$ cat config.mk
export PLATFORM = sky130hd
export DESIGN_NAME = wpq_cell
export DESIGN_NICKNAME = d
export VERILOG_FILES = /design/src/hw/rtl/wpq_pkg.sv /design/src/hw/rtl/wpq_cell.sv
export SDC_FILE = /design/constraint.sdc
export NUM_CORES = 1
export LEC_CHECK = 0
export BUFFER_PORTS_ARGS = -buffer_cell sky130_fd_sc_hd__buf_2
export CORE_MARGIN = 2
export CORE_UTILIZATION = 47
export DETAILED_ROUTE_END_ITERATION = 7
export GPL_ROUTABILITY_DRIVEN = 0
export PLACE_DENSITY = 0.75
export SYNTH_ARGS = -nofsm -noshare
export SYNTH_HDL_FRONTEND = slang
export SYNTH_SLANG_ARGS = --single-unit
export TNS_END_PERCENT = 20
$ cat constraint.sdc
create_clock -name clock -period 12 [get_ports clock]
set_clock_uncertainty 0.1 [all_clocks]
set_input_delay 2.4 -clock clock [delete_from_list [all_inputs] [get_ports clock]]
set_output_delay 2.4 -clock clock [all_outputs]
set_load 0.05 [all_outputs]
$ cat src/hw/rtl/wpq_pkg.sv
`default_nettype none

package wpq_pkg;

   // scale geometry
   localparam int SEMIS        = 12;
   localparam int OCTAVE_CENTS = 1200;
   localparam int SEMI_CENTS   = 100;
   localparam int OCTAVE_SPAN  = 3;
   localparam int NUM_CELLS    = OCTAVE_SPAN * SEMIS;
   localparam int DIST_MAX     = 4095;

   // reciprocal of 1200 for magnitudes up to 16384: floor(m * RECIP >> RECIP_SHIFT)
   localparam int RECIP       = 27963;
   localparam int RECIP_SHIFT = 25;

   // reciprocal of 12 for values up to 146, and the bias that keeps the sum positive
   localparam int MOD12_RECIP = 171;
   localparam int MOD12_SHIFT = 11;
   localparam int MOD12_BIAS  = 72;

   // register indexes of the configuration port
   typedef enum logic [1:0] {
      CSR_WEIGHTS_LO = 2'd0,
      CSR_WEIGHTS_HI = 2'd1,
      CSR_TRANSPOSE  = 2'd2
   } csr_index_type;

   // one item as it moves down the chain of cells, with the running best candidate
   typedef struct packed {
      logic               valid;
      logic signed [14:0] pitch;
      logic signed [15:0] base;   // cents of the octave below the pitch's octave
      logic               found;
      logic signed [17:0] score;
      logic signed [16:0] cand;
      logic        [15:0] distance;
      logic        [7:0]  weight;
      logic        [3:0]  semi;
   } lane_type;

endpackage

`default_nettype wire

$ cat src/hw/rtl/wpq_cell.sv
`default_nettype none

// One candidate: scores it against the pitch and keeps the better of it and the running best.
module wpq_cell (
   input  wire logic        clock,
   input  wire logic        reset,
   input  wire logic        enable,
   input  wire logic [11:0] cand_offset,
   input  wire logic [3:0]  cand_semi,
   input  wire logic [7:0]  weight,
   input  wire wpq_pkg::lane_type lane_in,
   output wpq_pkg::lane_type lane_out
);

   wpq_pkg::lane_type  lane_ff;
   wpq_pkg::lane_type  lane_in_next;
   logic signed [16:0] cand;
   logic signed [17:0] diff;
   logic        [15:0] distance;
   logic signed [17:0] score;
   logic               take;

   always_comb begin
      cand     = 17'(lane_in.base) + $signed({5'b0, cand_offset});
      diff     = 18'(lane_in.pitch) - 18'(cand);
      distance = diff[17] ? 16'(-diff) : diff[15:0];
      score    = $signed({10'b0, weight}) * 18'sd12 - $signed({2'b0, distance});
      // earlier candidates win ties
      take     = (weight != 8'd0) && (!lane_in.found || (score > lane_in.score));

      lane_in_next = lane_in;
      if (take) begin
         lane_in_next.found    = 1'b1;
         lane_in_next.score    = score;
         lane_in_next.cand     = cand;
         lane_in_next.distance = distance;
         lane_in_next.weight   = weight;
         lane_in_next.semi     = cand_semi;
      end
   end

   always_ff @(posedge clock) begin
      if (reset) begin
         lane_ff.valid <= 1'b0;
      end else if (enable) begin
         lane_ff <= lane_in_next;
      end
   end

   assign lane_out = lane_ff;

endmodule

`default_nettype wire

==> out/qor.yml <==
power_and_ir_drop:
  p_per_area_nw_per_um2: 216
  ir_drop_mv: 0.100
  p_leak_nw: 3.72
timing:
  tns_ns: 0
  setup_viol: 0
  final_max_slew_viol_count: 0
  period_needed_ns: 10.92
  whs_ns: 0.413
  hold_violations: 0
  worstMarginPinSlew_ns: 0.796
  max_slew_margin: 0.462
  grt_setup_unrepaired: "no"
  period_share: 0.910
  fmax_ghz: 0.0916
run_status:
  outcome: "completed"
setup_path:
  critical_path.top_delay_family: "compound AO/OA/AOI/OAI gates"
  arrival_ns: 10.91
  crit_buf_inv: 3
  r2r_slack_ns: 11.31
  required_ns: 11.99
  cp.depth: 37
  cpMaxStageDelayCell: "o41ai_1"
  critPathMaxStageDelay_ns: 0.67
  critPathLaunchType: "primary input"
  r2r-start: "lane_out[95]"
  crit_fanout: 66
  critical_path_class: "in2reg"
  crit_path_frequent_cell: "ha_1"
  worstSetupStartpoint: "cand_offset[0]"
  end_kind: "flip-flop"
  rr_worst_depth: 2
synthesis:
  ys_warn_count: 0
  syn-instance-count: 675
  syn_area_um2: 6830
  yosys-mux-area-fraction: 0.0191
  synth_edf_count: 95
  synth-simple-area-share: 0.140
  synthAdderAreaFrac: 0.139
  async_flop_share: 0
  ys_ff_latch: 96
  netlist-cell-type-count: 67
  ys_seq_area_frac: 0.421
  avgSynthCellArea_um2: 10.1
  synth_ff_type: "edfxtp_1"
  synth_top_family_by_area: "compound AO/OA/AOI/OAI gates"
  syn_nets: 871
  synth_compound_area_frac: 0.167
  synth_xor_xnor_area_share: 0.0821
floorplanning:
  ios: 219
  num_rows: 44
  initial_core_util: 0.475
  die_width_um: 125
  die_area_um2: 15500
  coreArea_um2: 14400
  dieHeight_um: 125
clocking:
  cts-htree-levels: 3
  root_buffer: "clkbuf_16"
  clock_latency_ns: 0.35
  clk_pin_slew_ns: 0.06
  cts_hold_buf: 0
  tritoncts: "yes"
  numClockSinks: 96
  cts_buffer_depth: 2
  cts_made_buffers: 9
drt:
  drt-wirelength-per-cell_um: 15.6
  viasPerCell: 5.35
  drt-initial-drc-count: 332
  detail-route-antenna-nets: 0
  first_pass_iters: 5
  vias: 5804
  drc: 0
  wl_um: 16900
placed_design:
  placed_area_um2: 8140
  numPortBuffers: 218
  place.detailed.hpwl_um: 13400
global_route:
  grt_pass1_wl_um: 27000
  grt_max_degree: 67
  grt_usage: 0.217
  grt_overflow: 0
  antenna_found_initial: 2
  grt_pass1_vias: 5578
layout:
  area_delta_synth_final_pct: 23.8
  layout_commonest_cell: "buf_2"
  largest_reg_flops: 96
  final_cell_mix: "buf_2, edfxtp_1, nand2_1, ha_1, o21ai_0"
  nNetsFinal: 1091
  n_fill_cell: 1242
  drive_gt1_frac: 0.295
  finish.instance_area_um2: 8450
worst_hold_path:
  hold_depth: 2
  min_from: "lane_out[95]"
  hold_path_class: "reg2reg"
run:
  maxCapViolCount: 0
per-layer routing:
layer / vias to the layer above / track usage / wire length, µm
met4: 2 / 0.0945 / 415
met3: 26 / 0.0541 / 1190
met2: 207 / 0.346 / 7790
met5: - / 0 / 7
li1: 2907 / - / -
met1: 2662 / 0.280 / 7540
what timing repair did:
action	4_1_cts	5_1_grt
setup buffers	0	0
resized for setup	0	1
setup endpoints to repair	0	11
Yosys cell counts, drive strengths merged, types with 5 or more instances:
| cell | number | area [µm²] |
|---|---|---|
| xnor2 | 35 | 307 |
| nand3 | 14 | 75.1 |
| nor2b | 10 | 62.6 |
| a21oi | 39 | 203 |
| o21bai | 9 | 67.6 |
| ha | 70 | 876 |
| inv | 46 | 173 |
| edfxtp | 95 | 2850 |
| a21o | 14 | 105 |
| o211ai | 6 | 45.0 |
| o21ai | 64 | 324 |
| clkbuf | 9 | 33.8 |
| nand2 | 85 | 319 |
| mux2 | 8 | 90.1 |
| a2111oi | 5 | 50.0 |
| or3 | 5 | 31.3 |
| nor2 | 32 | 125 |
| nor3 | 10 | 50.1 |
| nand4 | 6 | 37.5 |
| o21a | 5 | 37.5 |
| nand2b | 9 | 56.3 |
| xor2 | 29 | 254 |
| a31oi | 7 | 50.1 |
final timing paths:
kind                                      to
worst min-delay path            lane_out[95]
worst max-delay path            lane_out[37]
worst min register to register  lane_out[95]
worst max register to register  lane_out[95]
layout make-up:
type	instances	area, µm²	share of cell area
antenna	1	2.50	0.000296
clock buffer	10	229	0.0271
clock inverter	5	72.6	0.00859
inverter	46	173	0.0204
multi-input combinational	520	3750	0.443
sequential	96	2870	0.340
tap	184	230	0.0273
timing repair buffer	222	1120	0.133
cell families after synthesis:
kind of cell / after synthesis
mux: 12
fa+ha+maj: 74
xor+xnor: 64
compound gates: 175
simple gates: 195
flops: 96
buf+inv: 59
worst reg2reg max path, stage by stage (launching register included):
cell and delay [ns]:
dfxtp_1 0.31, mux2i_1 0.12, nor2_1 0.05
power breakdown:
group / internal (mW) / switching (mW) / total [mW]
sequential: 0.458 / 0.0116 / 0.470
combinational: 0.385 / 0.664 / 1.05
clock: 0.180 / 0.123 / 0.303
stage by stage:
| step | instances | util | worst slack, ns | power [mW] |
|---|---|---|---|---|
| floorplan | 675 | - | 2.13 | 1.29 |
| global placement | 1068 | 0.566 | 0.835 | 1.50 |
| detailed placement | 1068 | 0.566 | 0.376 | 1.51 |
| CTS | 1083 | 0.587 | 0.752 | 1.83 |
| global route | 1084 | 0.588 | 0.214 | 1.95 |
| finish | 1084 | 0.588 | 1.08 | 1.82 |
(Power assumes the default switching activity.)
