<file path="src/hw/rtl/wpq_pkg.sv">
`default_nettype none

package wpq_pkg;

   // scale geometry
   localparam int SEMIS        = 12;
   localparam int OCTAVE_CENTS = 1200;
   localparam int SEMI_CENTS   = 100;
   localparam int OCTAVE_SPAN  = 3;
   localparam int NUM_CELLS    = OCTAVE_SPAN * SEMIS;
   localparam int DIST_MAX     = 4095;

   // reciprocal of 1200 for magnitudes up to 16384: floor(m * RECIP >> RECIP_SHIFT)
   localparam int RECIP       = 27963;
   localparam int RECIP_SHIFT = 25;

   // reciprocal of 12 for values up to 146, and the bias that keeps the sum positive
   localparam int MOD12_RECIP = 171;
   localparam int MOD12_SHIFT = 11;
   localparam int MOD12_BIAS  = 72;

   // register indexes of the configuration port
   typedef enum logic [1:0] {
      CSR_WEIGHTS_LO = 2'd0,
      CSR_WEIGHTS_HI = 2'd1,
      CSR_TRANSPOSE  = 2'd2
   } csr_index_type;

   // one item as it moves down the chain of cells, with the running best candidate
   typedef struct packed {
      logic               valid;
      logic signed [14:0] pitch;
      logic signed [15:0] base;   // cents of the octave below the pitch's octave
      logic               found;
      logic signed [17:0] score;
      logic signed [16:0] cand;
      logic        [15:0] distance;
      logic        [7:0]  weight;
      logic        [3:0]  semi;
   } lane_type;

endpackage

`default_nettype wire

</file>
<file path="src/hw/rtl/wpq_front.sv">
`default_nettype none

// Octave split: pitch / 1200 toward zero, then the lowest candidate octave in cents.
module wpq_front (
   input  wire logic               clock,
   input  wire logic               reset,
   input  wire logic               enable,
   input  wire logic               valid_in,
   input  wire logic signed [14:0] pitch_in,
   output wpq_pkg::lane_type       lane_out
);

   localparam logic [14:0] RECIP_K = 15'(wpq_pkg::RECIP);

   logic               s1_valid_ff;
   logic signed [14:0] s1_pitch_ff;
   logic               s1_neg_ff;
   logic        [3:0]  s1_quot_ff;
   logic        [3:0]  s1_quot_in;
   logic        [15:0] mag;
   logic        [30:0] prod;

   wpq_pkg::lane_type  s2_ff;
   wpq_pkg::lane_type  s2_in;
   logic signed [4:0]  oct;
   logic signed [4:0]  oct_below;

   // stage 1: magnitude quotient by reciprocal multiply
   always_comb begin
      mag        = pitch_in[14] ? 16'(-{pitch_in[14], pitch_in}) : {1'b0, pitch_in};
      prod       = 31'(mag) * 31'(RECIP_K);
      s1_quot_in = prod[wpq_pkg::RECIP_SHIFT +: 4];
   end

   always_ff @(posedge clock) begin
      if (reset) begin
         s1_valid_ff <= 1'b0;
      end else if (enable) begin
         s1_valid_ff <= valid_in;
         s1_pitch_ff <= pitch_in;
         s1_neg_ff   <= pitch_in[14];
         s1_quot_ff  <= s1_quot_in;
      end
   end

   // stage 2: signed octave, base of the octave below, empty running best
   always_comb begin
      oct       = s1_neg_ff ? -$signed({1'b0, s1_quot_ff}) : $signed({1'b0, s1_quot_ff});
      oct_below = oct - 5'sd1;
      s2_in        = '0;
      s2_in.valid  = s1_valid_ff;
      s2_in.pitch  = s1_pitch_ff;
      s2_in.base   = 16'(oct_below * 16'sd1200);
   end

   always_ff @(posedge clock) begin
      if (reset) begin
         s2_ff.valid <= 1'b0;
      end else if (enable) begin
         s2_ff <= s2_in;
      end
   end

   assign lane_out = s2_ff;

endmodule

`default_nettype wire

</file>
<file path="config.mk">
export PLATFORM = sky130hd
export DESIGN_NAME = wpq_front
export DESIGN_NICKNAME = d
export VERILOG_FILES = /design/src/hw/rtl/wpq_pkg.sv /design/src/hw/rtl/wpq_front.sv
export SDC_FILE = /design/constraint.sdc
export NUM_CORES = 1
export LEC_CHECK = 0
export ABC_AREA = 1
export BUFFER_PORTS_ARGS = -buffer_cell sky130_fd_sc_hd__buf_2
export CORE_ASPECT_RATIO = 1.1
export CORE_MARGIN = 5
export CORE_UTILIZATION = 30
export CTS_CLUSTER_SIZE = 8
export DETAILED_ROUTE_END_ITERATION = 10
export REMOVE_ABC_BUFFERS = 1
export SLEW_MARGIN = 20
export SYNTH_ARGS = -nofsm -noshare
export SYNTH_HDL_FRONTEND = slang
export SYNTH_SLANG_ARGS = --single-unit
</file>
<file path="constraint.sdc">
create_clock -name clock -period 8 [get_ports clock]
set_input_delay 2 -clock clock [delete_from_list [all_inputs] [get_ports clock]]
set_output_delay 2 -clock clock [all_outputs]
set_load 0.01 [all_outputs]
</file>
==> flow_summary.ini <==
[cts]
cts_setup_buffers = 0
cts_hold_buf = 0
cts_sinks = 48
cts-root-buf = clkbuf_16
htree_levels = 2
numCtsBuffers = 5
clock_latency_ns = 0.29
cts_resized = 0
cts_tree = done
clk_path_buf_depth = 2
path_clk_slew_ns = 0.07

[finish]
regArea_sq_um = 1420
final_util_pct = 33.0
multiInputGateArea_sq_um = 5470
final_cell_area_sq_um = 8660
fin_nets = 1194
drive_gt1_share_pct = 12.4
fillers = 2736
n_antenna_cell = 0
synthToLayoutAreaGrowth_pct = 8.28

[worst_setup_path]
critPathMaxFanout = 6
crit_buf_inv = 8
crit_path_start_kind = input port
cpPeakStageDelay_ns = 0.56
crit_required_ns = 8.06
arrival_ns = 7.63
crit_slowest_cell = fa_1
crit_family = adder cells
endpoint_kind = register
crit_type = in2reg

[synth]
synth_most_common_cell = inv_1
ys_top_cells_by_area = fa_1 (24%), ha_1 (19%), edfxtp_1 (17%), inv_1 (10%), buf_4 (6.5%)
synthAdderAreaFrac_pct = 43.3
yosys.area_share.xor_xnor_pct = 2.72
ys_ff_latch = 48
synth_top_cell_area_share_pct = 24.0
synthFlopType = edfxtp_1
synth_largest_area_cell = fa_1
yosysUniqueCellTypes = 40
synth_top_family_by_area = adder cells
syn_inst = 890
synth_common_cells = inv_1 (213), nand2_1 (135), ha_1 (123)
synth-simple-area-share_pct = 15.3
syn_area_per_cell_sq_um = 8.98
async_flop_share_pct = 0
yosysSeqAreaShare_pct = 17.8
syn_area_sq_um = 7990
synthMuxAreaShare_pct = 0
yosysWarnings = 0
synth_edf_count = 46
synth_compound_gate_area_share_pct = 3.51

[grt]
grt_max_degree = 47
grt_pass1_wl_mm = 27.4
grt_use_total_pct = 11.0
antenna_found_initial = 0
grt_overflow_total = 0
grt_pass1_vias = 5654

[sta]
relSlewSlack_pct = 44.1
setup_tns_ns = 0
post-route-min-period_ns = 7.57
worstMarginPinSlew_ns = 0.830
clock.fmax_mhz = 132
hold_viol_final = 0
setup_ws_ns = 0.428
fin_crit_sh_pct = 94.6
rsz0062_at_grt = no
skew_ns = 0.0112
setup_viol = 0
drv_slew = 0

[die]
fp.coreArea_sq_um = 26200
die_h_um = 181
start_util_pct = 30.5
pin_count = 115
core.rowCount = 62
die_w_um = 166
dieArea_sq_um = 30000

[place]
postPlaceCellArea_sq_um = 8490
port_buffers = 46
post-place-ws_ns = 0.121
hpwl_mm = 14.4
place.gp.congestion = 0.902

[run]
drv_cap = 0

[drt]
postRouteAntennaNets = 0
drt-initial-drc-count = 262
wl_per_cell_um = 12.2
vias = 5407
viasPerCell = 4.13
finalWirelength_mm = 15.9
first_pass_iters = 4
drc = 0

[outcome]
status = finished clean

[hold_path]
hold_path_class = reg2reg
## worst paths after layout
kind	startpoint	endpoint	slack (ns)	cells after the start
worst min register to register	s1_pitch_ff[9]	lane_out[89]	0.42	0
worst max register to register	s1_quot_ff[0]	lane_out[79]	3.99	18
worst min-delay path	s1_pitch_ff[9]	lane_out[89]	0.42	0
worst max-delay path	pitch_in[0]	s1_quot_ff[2]	0.43	30
## layer usage
metal	routed length (um)	global-route usage [%]	vias to the layer above
met3	743	1.84	18
met1	6830	13.3	2574
met2	7980	20.2	105
met4	356	3.04	0
met5	0	0	-
li1	-	-	2710
## cells in the final DEF (no fill, tap or decap), types with 2 or more instances in the layout
master	Yosys	routed
inv_1	213	213
nand2_1	135	135
ha_1	123	123
fa_1	96	96
conb_1	2	75
buf_2	0	46
edfxtp_1	46	46
nor2_1	40	39
a21oi_1	25	25
nand3_1	24	24
xor2_1	18	18
nand2_2	13	13
o21ai_0	10	10
buf_4	69	10
inv_2	9	9
nor2_2	9	9
nand2_4	9	9
nand4_1	6	6
xnor2_1	5	5
clkbuf_16	0	5
a21o_1	4	4
o21bai_1	4	4
inv_4	3	3
nor2_4	2	3
nor3_1	3	3
nand3b_2	2	2
nand3_2	2	2
nand2_8	2	2
o21ai_1	2	2
dfxtp_1	2	2
## cells by family after synthesis
kind of cell | Yosys count
flip-flops | 48
AND/OR/NAND/NOR | 252
adder cells (fa/ha/maj) | 219
AO/OA/AOI/OAI | 50
other | 2
buffers and inverters | 295
XOR/XNOR | 24
## flip-flops by register name (all words and copies together), names as in the netlist
name	count
s1_quot_ff	4
s1_valid_ff	1
lane_out	28
s1_pitch_ff	15
## stage by stage
step | std cells | hold slack (ns)
6_report | 1309 | 0.420
5_1_grt | 1309 | 0.426
4_1_cts | 1309 | 0.421
3_5_place_dp | 1301 | 0.405
3_3_place_gp | 1301 | 0.403
2_1_floorplan | 893 | 0.400
## worst reg2reg max path: cells and delay by family (launching register included)
| kind | cells | cell delay [ns] |
|---|---|---|
| compound gates | 2 | 0.35 |
| fa+ha+maj | 6 | 1.81 |
| buf+inv | 1 | 0.23 |
| flops | 1 | 0.36 |
| simple gates | 7 | 0.59 |
| xor+xnor | 2 | 0.42 |
## area by class of cell
class / count / area share, %
clock buffer: 6 / 1.49
clock inverter: 2 / 0.405
timing repair buffer: 56 / 3.53
tap: 352 / 5.09
multi-input combinational: 620 / 63.2
inverter: 225 / 9.84
sequential: 48 / 16.4
Power is left out: the tool's default activity adds up to more than one toggle a clock period on the data nets, which glitch-free logic cannot reach.
