`src/hw/rtl/wpq_pkg.sv`:
```
`default_nettype none

package wpq_pkg;

   // scale geometry
   localparam int SEMIS        = 12;
   localparam int OCTAVE_CENTS = 1200;
   localparam int SEMI_CENTS   = 100;
   localparam int OCTAVE_SPAN  = 3;
   localparam int NUM_CELLS    = OCTAVE_SPAN * SEMIS;
   localparam int DIST_MAX     = 4095;

   // reciprocal of 1200 for magnitudes up to 16384: floor(m * RECIP >> RECIP_SHIFT)
   localparam int RECIP       = 27963;
   localparam int RECIP_SHIFT = 25;

   // reciprocal of 12 for values up to 146, and the bias that keeps the sum positive
   localparam int MOD12_RECIP = 171;
   localparam int MOD12_SHIFT = 11;
   localparam int MOD12_BIAS  = 72;

   // register indexes of the configuration port
   typedef enum logic [1:0] {
      CSR_WEIGHTS_LO = 2'd0,
      CSR_WEIGHTS_HI = 2'd1,
      CSR_TRANSPOSE  = 2'd2
   } csr_index_type;

   // one item as it moves down the chain of cells, with the running best candidate
   typedef struct packed {
      logic               valid;
      logic signed [14:0] pitch;
      logic signed [15:0] base;   // cents of the octave below the pitch's octave
      logic               found;
      logic signed [17:0] score;
      logic signed [16:0] cand;
      logic        [15:0] distance;
      logic        [7:0]  weight;
      logic        [3:0]  semi;
   } lane_type;

endpackage

`default_nettype wire

```
`src/hw/rtl/wpq_back.sv`:
```
`default_nettype none

// Result formatting: transpose, note index modulo 12, distance clamp, output register.
module wpq_back (
   input  wire logic               clock,
   input  wire logic               reset,
   input  wire logic               enable,
   input  wire logic signed [6:0]  transpose,
   input  wire wpq_pkg::lane_type  lane_in,
   output logic                    rsp_valid,
   output logic [63:0]             rsp_data,
   output logic                    rsp_found
);

   localparam logic [11:0] DIST_CLAMP = 12'(wpq_pkg::DIST_MAX);

   logic               valid_ff;
   logic [63:0]        data_ff;
   logic [63:0]        data_in;
   logic               found_ff;

   logic signed [16:0] chosen;
   logic signed [13:0] shift_cents;
   logic signed [16:0] final_sum;
   logic        [14:0] quant;
   logic        [7:0]  biased;
   logic        [14:0] mod_prod;
   logic        [3:0]  mod_quot;
   logic        [7:0]  mod_rem;
   logic        [3:0]  note_idx;
   logic        [3:0]  final_idx;
   logic        [7:0]  weight;
   logic        [11:0] distance;

   always_comb begin
      chosen      = lane_in.found ? lane_in.cand : 17'(lane_in.pitch);
      shift_cents = 14'(transpose) * 14'sd100;
      final_sum   = chosen + 17'(shift_cents);
      quant       = lane_in.found ? lane_in.cand[14:0] : lane_in.pitch;

      // (semi + transpose) mod 12 over a positive bias
      biased   = 8'(lane_in.semi) + 8'(transpose) + 8'(wpq_pkg::MOD12_BIAS);
      mod_prod = 15'(biased) * 15'(wpq_pkg::MOD12_RECIP);
      mod_quot = mod_prod[wpq_pkg::MOD12_SHIFT +: 4];
      mod_rem  = biased - 8'(mod_quot) * 8'd12;

      note_idx  = lane_in.found ? lane_in.semi   : 4'd0;
      final_idx = lane_in.found ? mod_rem[3:0]   : 4'd0;
      weight    = lane_in.found ? lane_in.weight : 8'd0;
      if (!lane_in.found) begin
         distance = 12'd0;
      end else if (lane_in.distance > 16'(DIST_CLAMP)) begin
         distance = DIST_CLAMP;
      end else begin
         distance = lane_in.distance[11:0];
      end

      data_in = {5'b0, distance, weight, final_idx, note_idx, final_sum[15:0], quant};
   end

   always_ff @(posedge clock) begin
      if (reset) begin
         valid_ff <= 1'b0;
      end else if (enable) begin
         valid_ff <= lane_in.valid;
         data_ff  <= data_in;
         found_ff <= lane_in.found;
      end
   end

   assign rsp_valid = valid_ff;
   assign rsp_data  = data_ff;
   assign rsp_found = found_ff;

endmodule

`default_nettype wire

```
`config.mk`:
```
export PLATFORM = sky130hd
export DESIGN_NAME = wpq_back
export DESIGN_NICKNAME = d
export VERILOG_FILES = /design/src/hw/rtl/wpq_pkg.sv /design/src/hw/rtl/wpq_back.sv
export SDC_FILE = /design/constraint.sdc
export NUM_CORES = 1
export LEC_CHECK = 0
export ABC_CLOCK_PERIOD_IN_PS = 9900
export BUFFER_PORTS_ARGS = -buffer_cell sky130_fd_sc_hd__buf_2
export CORE_ASPECT_RATIO = 0.5
export CORE_MARGIN = 10
export CORE_UTILIZATION = 51
export DETAILED_ROUTE_END_ITERATION = 7
export GPL_TIMING_DRIVEN = 0
export PLACE_DENSITY = 0.78
export SLEW_MARGIN = 20
export SYNTH_ARGS = -nofsm -noshare
export SYNTH_HDL_FRONTEND = slang
export SYNTH_SLANG_ARGS = --single-unit
```
`constraint.sdc`:
```
create_clock -name clock -period 9.9 [get_ports clock]
set_clock_uncertainty 0.1 [all_clocks]
set_input_delay 2.475 -clock clock [delete_from_list [all_inputs] [get_ports clock]]
set_output_delay 2.475 -clock clock [all_outputs]
set_load 0.02 [all_outputs]
```
==> results_dict.tcl, run 1 <==
set metrics [dict create \
    nets 759 \
    clock.fmax_ghz 0.119 \
    synth_ff_type "edfxtp_1" \
    clockBufferDepth 2 \
    hp-class "flop to flop" \
    whs_path_depth 2 \
    dp_hpwl_um 8480 \
    grt_util_all_layers 0.155 \
    reg2reg_to "rsp_valid$_SDFFE_PP0P_" \
    status "completed" \
    post_cts_buffers 0 \
    syn_inst 415 \
    cts.sinks 59 \
    syn_area_per_cell_sq_um 11.2 \
    vias 3426 \
    ys_seq_elements 59 \
    min_from "rsp_valid$_SDFFE_PP0P_" \
    grt.overflow.total 0 \
    num_rows 24 \
    cap_violations 0 \
    busiest_layer "met2" \
    setup_viol 0 \
    post_dp_cell_area_sq_mm 0.00551 \
    antenna_found_initial 0 \
    tns_ns 0 \
    async_flop_share 0 \
    start_kind "primary input" \
    cts_hold_buf 0 \
    switching_power_w 0.000496 \
    synthesis.area_sq_mm 0.00464 \
    pwr-share-clk 0.230 \
    grt.met1_usage 0.171 \
    core_area_sq_mm 0.00880 \
    yosysWarnings 0 \
    drc_errors 0 \
    sw_frac_of_total 0.366 \
    critPathMaxFanout 5 \
    worst_ep_required_time_ns 9.88 \
    ys_types 42 \
    die_y_um 87.5 \
    dr.pass1.iters 4 \
    final_common_cell "buf_2" \
    irDropWorstVdd_mv 0.132 \
    drt.antenna.violating_nets 0 \
    grt_start_max_net_pins 28 \
    total_leakage_power_nw 2.82 \
    port_buffers 131 \
    fin_crit_sh 0.852 \
    criticalPathCategory "primary input to flop" \
    worst_setup_path_end_kind "flop" \
    die_area_sq_mm 0.0136 \
    area_growth_pct 25.1 \
    wl_per_cell_um 15.2 \
    p_seq_frac 0.244 \
    ios 172 \
    worstMarginPinSlew_ns 0.624 \
    htreeDepth 3 \
    start_util 0.528 \
    final_hold_viol_count 0 \
    drive_above_1_share 0.312 \
    diodes 0 \
    synth-seq-area-share 0.379 \
    comb_power_share 0.525 \
    p_total_w 0.00136 \
    grt_pass1_vias 3526 \
    grt.met3_usage 0.0404 \
    reg2reg_depth 2 \
    gp_congestion 0.842 \
    clock_latency_ns 0.32 \
    fill_cells 668 \
    final_cell_mix "133 x buf_2, 72 x ha_1, 67 x inv_1" \
    wirelength_um 10400 \
    grt_first_pass_wirelength_um 17000 \
    rrSetupSlack_ns 9.21 \
    die_w_um 155 \
    cts_tree "built" \
    hold_path_end "rsp_valid$_SDFFE_PP0P_" \
    rsz0062_at_grt "false" \
    final_area_sq_mm 0.00581 \
    power.internal_w 0.000860 \
    dr.first_iter.drc_count 166 \
    crit_arrival_ns 8.42 \
    gr-usage-met2 0.282 \
    post_cts_resized 0 \
    r2r_start "rsp_valid$_SDFFE_PP0P_" \
    p_per_area_mw_per_mm2 233 \
    cts.clk_slew.worst_paths_ns 0.06 \
    synth_edf_count 58 \
    post-route-min-period_ns 8.43 \
    cts_inserted_buffers 9 \
    cts-root-buf "clkbuf_16" \
    viasPerCell 5.00 \
    slew_headroom 0.584 \
    report.final.slew_viol_count 0 \
]
final cells by class:
cell class	count	area, sq um	share of cell area
Buffer	16	88.8	0.0153
Clock buffer	10	239	0.0411
Clock inverter	6	63.8	0.0110
Inverter	67	251	0.0433
Multi-Input combinational cell	277	2560	0.441
Sequential cell	59	1760	0.303
Tap cell	117	146	0.0252
Timing Repair Buffer	133	696	0.120
worst max-delay path by stage:
stage	start	to	slack, ns	cells past startpoint
global route	transpose[1]	rsp_data[38]$_SDFFCE_PN0P_	1.15	25
CTS	transpose[1]	rsp_data[38]$_SDFFCE_PN0P_	1.42	25
detailed placement	transpose[1]	rsp_data[38]$_SDFFCE_PN0P_	1.08	25
global placement	transpose[1]	rsp_data[38]$_SDFFCE_PN0P_	1.16	25
finish	transpose[1]	rsp_data[38]$_SDFFCE_PN0P_	1.47	25
floorplan	transpose[1]	rsp_data[38]$_SDFFCE_PN0P_	1.68	24
Yosys cell counts, types with 2 or more instances:
| master | instances | share of area |
|---|---|---|
| nand2_1 | 14 | 0.011 |
| o21ai_1 | 3 | 0.0032 |
| a21boi_2 | 2 | 0.0048 |
| buf_2 | 2 | 0.0022 |
| nor3_1 | 2 | 0.0022 |
| edfxtp_1 | 58 | 0.37 |
| mux2i_1 | 4 | 0.0086 |
| clkbuf_1 | 6 | 0.0048 |
| nand4_1 | 2 | 0.0027 |
| inv_1 | 67 | 0.054 |
| o31ai_1 | 2 | 0.0032 |
| o21a_1 | 16 | 0.026 |
| and2_1 | 15 | 0.020 |
| ha_1 | 72 | 0.19 |
| a31oi_1 | 3 | 0.0040 |
| nor2b_1 | 7 | 0.0094 |
| buf_4 | 7 | 0.011 |
| o211ai_1 | 2 | 0.0032 |
| xor2_1 | 7 | 0.013 |
| a211oi_1 | 2 | 0.0032 |
| nand2b_1 | 2 | 0.0027 |
| a21oi_1 | 15 | 0.016 |
| o21ai_0 | 7 | 0.0075 |
| nor3b_1 | 2 | 0.0032 |
| fa_1 | 18 | 0.078 |
| mux2_2 | 13 | 0.032 |
| xnor2_1 | 22 | 0.041 |
| nor2_1 | 10 | 0.0081 |
| nand3_1 | 6 | 0.0065 |
| or3_1 | 6 | 0.0081 |
| a21o_1 | 10 | 0.016 |
sequential cells by signal, summed over array words and instances, names as in the netlist:
name / cells
rsp_found: 1
rsp_valid: 1
rsp_data: 57
metrics by stage:
stage,hold WS [ns],instances,utilization,setup WS [ns]
floorplan,0.479,419,-,1.68
global placement,0.377,667,0.621,1.16
detailed placement,0.428,669,0.626,1.08
CTS,0.444,685,0.661,1.42
global route,0.506,685,0.661,1.15
finish,0.427,685,0.661,1.47
worst max-delay path, stage by stage:
cell	delay, ns
buf_2	0.13
ha_1	0.29
ha_1	0.23
fa_1	0.40
xor2_1	0.47
ha_1	0.37
fa_1	0.54
inv_1	0.05
fa_1	0.50
fa_1	0.55
inv_1	0.04
ha_1	0.20
or3_4	0.33
o221a_1	0.23
o21a_1	0.13
o21a_1	0.17
nor2_1	0.11
xnor2_1	0.14
ha_1	0.18
xor2_1	0.17
xnor2_1	0.15
xnor2_1	0.16
xnor2_1	0.11
xnor2_1	0.12
and2_1	0.15
kinds of logic (layout without fill, tap and decap cells):
logic type | count (synthesis) | count (layout) | share of synthesized area
muxes | 18 | 18 | 0.0450
buffers and inverters | 83 | 232 | 0.0733
xor gates and xnor gates | 29 | 29 | 0.0547
and+or+nand+nor | 68 | 68 | 0.0784
DFF | 59 | 59 | 0.379
other | 1 | 5 | 0.000807
adders and majority gates | 90 | 90 | 0.272
AOI/OAI and AO/OA | 67 | 67 | 0.0970
layer usage:
layer | vias to the layer above | wire length (um)
met3 | 9 | 660
met1 | 1599 | 4320
met5 | - | 0
li1 | 1724 | -
met2 | 94 | 5290
met4 | 0 | 112
power groups by stage:
| stage | Sequential (W) | Clock [W] | Combinational [W] |
|---|---|---|---|
| after floorplan | 0.000378 | 0 | 0.000519 |
| after global placement | 0.000336 | 0 | 0.000693 |
| after detailed placement | 0.000336 | 0 | 0.000716 |
| after CTS | 0.000331 | 0.000318 | 0.000724 |
| after global routing | 0.000334 | 0.000329 | 0.000817 |
| final | 0.000331 | 0.000312 | 0.000712 |
(Power assumes the default switching activity.)
==> run 2: changes to the inputs <==
--- a/config.mk
+++ b/config.mk
@@ -5,9 +5,8 @@
 export SDC_FILE = /design/constraint.sdc
 export NUM_CORES = 1
 export LEC_CHECK = 0
-export ABC_CLOCK_PERIOD_IN_PS = 9900
 export BUFFER_PORTS_ARGS = -buffer_cell sky130_fd_sc_hd__buf_2
-export CORE_ASPECT_RATIO = 0.5
+export CORE_ASPECT_RATIO = 1.2
 export CORE_MARGIN = 10
 export CORE_UTILIZATION = 51
 export DETAILED_ROUTE_END_ITERATION = 7
==> results_dict.tcl, run 2 (synthesis gave the netlist of run 1 again) <==
set metrics [dict create \
    wirelength_um 10500 \
    ios 172 \
    grt_util_all_layers 0.159 \
    highest_layer "met4" \
    grt.overflow.total 0 \
    grt_start_max_net_pins 26 \
    post_cts_buffers 0 \
    slew_headroom 0.606 \
    cts-root-buf "clkbuf_8" \
    final_hold_viol_count 0 \
    cts_tree "built" \
    irDropWorstVdd_mv 0.204 \
    slowest_stage "fa_1" \
    worstMarginPinSlew_ns 0.591 \
    cts.sinks 59 \
    clock_latency_ns 0.34 \
    port_buffers 131 \
    crit_arrival_ns 8.45 \
    grt_first_pass_wirelength_um 17100 \
    nets 759 \
    final_area_sq_mm 0.00573 \
    wl_met1_um 3760 \
    final_common_cell "buf_2" \
    die_area_sq_mm 0.0133 \
    post-place-ws_ns 1.04 \
    num_rows 38 \
    antenna_found_initial 0 \
    criticalPathCategory "primary input to flop" \
    worst_ep_required_time_ns 9.90 \
    drc_errors 0 \
    final_cell_mix "133 x buf_2, 72 x ha_1, 67 x inv_1" \
    largest_register_ffs 57 \
    clock.fmax_ghz 0.118 \
    wl_met3_um 908 \
    diodes 0 \
    die_w_um 107 \
    vias 3445 \
    clockBufferDepth 2 \
    cts.clk_slew.worst_paths_ns 0.07 \
    start_kind "primary input" \
    fill_cells 721 \
    dr.pass1.iters 5 \
    worst_setup_path_end_kind "flop" \
    post_cts_resized 0 \
    viasPerCell 5.01 \
    critPathMaxFanout 5 \
    status "completed" \
    hp-class "flop to flop" \
    cap_violations 0 \
    postLayoutSetupSlackWorst_ns 1.45 \
    post-route-min-period_ns 8.45 \
    tns_ns 0 \
    p_per_area_mw_per_mm2 223 \
    wl_per_cell_um 15.2 \
    post_dp_cell_area_sq_mm 0.00553 \
    die_y_um 125 \
    stdcell_count 687 \
    htreeDepth 3 \
    cts_inserted_buffers 9 \
    report.final.slew_viol_count 0 \
    utilization 0.638 \
    dp_hpwl_um 8920 \
    grt_pass1_vias 3636 \
    cpPeakStageDelay_ns 0.56 \
    start_util 0.517 \
    total_leakage_power_nw 2.78 \
    rsz0062_at_grt "false" \
    area_growth_pct 23.5 \
    drt.antenna.violating_nets 0 \
    dr.first_iter.drc_count 108 \
    cts_hold_buf 0 \
    gp_congestion 0.869 \
    core_area_sq_mm 0.00899 \
    drive_above_1_share 0.309 \
    setup_viol 0 \
    dpl.cell_count 672 \
    fin_crit_sh 0.853 \
    met2WireLength_um 5540 \
]
[run 2: per-stage QoR]
stage	total power, W	hold slack [ns]
2_1_floorplan	0.000897	0.479
3_3_place_gp	0.00102	0.369
3_5_place_dp	0.00105	0.393
4_1_cts	0.00129	0.409
5_1_grt	0.00140	0.441
6_report	0.00128	0.408
[run 2: final cells by class]
| cell class | count | area (sq um) | share of cell area |
|---|---|---|---|
| timing repair buffer | 133 | 711 | 0.124 |
| clock inverter | 5 | 78.8 | 0.0137 |
| tap | 120 | 150 | 0.0262 |
| inverter | 67 | 251 | 0.0439 |
| sequential | 59 | 1760 | 0.307 |
| clock buffer | 10 | 128 | 0.0223 |
| multi-input combinational | 277 | 2560 | 0.447 |
| buffer | 16 | 88.8 | 0.0155 |
[run 2: power by group]
group	internal (W)	switching, W	leakage, nW	total (W)
clock	0.000140	0.0000891	0.106	0.000229
combinational	0.000336	0.000381	2.14	0.000717
sequential	0.000325	0.00000706	0.541	0.000332
total	0.000800	0.000478	2.78	0.00128
[run 2: path summary, 6_finish.rpt]
path,start,cells past startpoint,endpoint,slack (ns)
max,transpose[1],25,rsp_data[38]$_SDFFCE_PN0P_,1.45
min reg2reg,rsp_valid$_SDFFE_PP0P_,2,rsp_valid$_SDFFE_PP0P_,0.41
min,rsp_valid$_SDFFE_PP0P_,2,rsp_valid$_SDFFE_PP0P_,0.41
max reg2reg,rsp_valid$_SDFFE_PP0P_,2,rsp_valid$_SDFFE_PP0P_,9.22
[run 2: worst max-delay path: cells and delay by family]
kind            cells  cell delay, ns
xor+xnor            7            1.32
compound gates      3            0.53
buf+inv             3            0.24
fa+ha+maj           9            3.28
simple gates        3            0.59
[run 2: metal layers]
| metal | vias up | GRT usage |
|---|---|---|
| met1 | 1597 | 0.161 |
| met4 | 0 | 0.0630 |
| met5 | - | 0 |
| met3 | 20 | 0.0518 |
| li1 | 1719 | - |
| met2 | 109 | 0.289 |
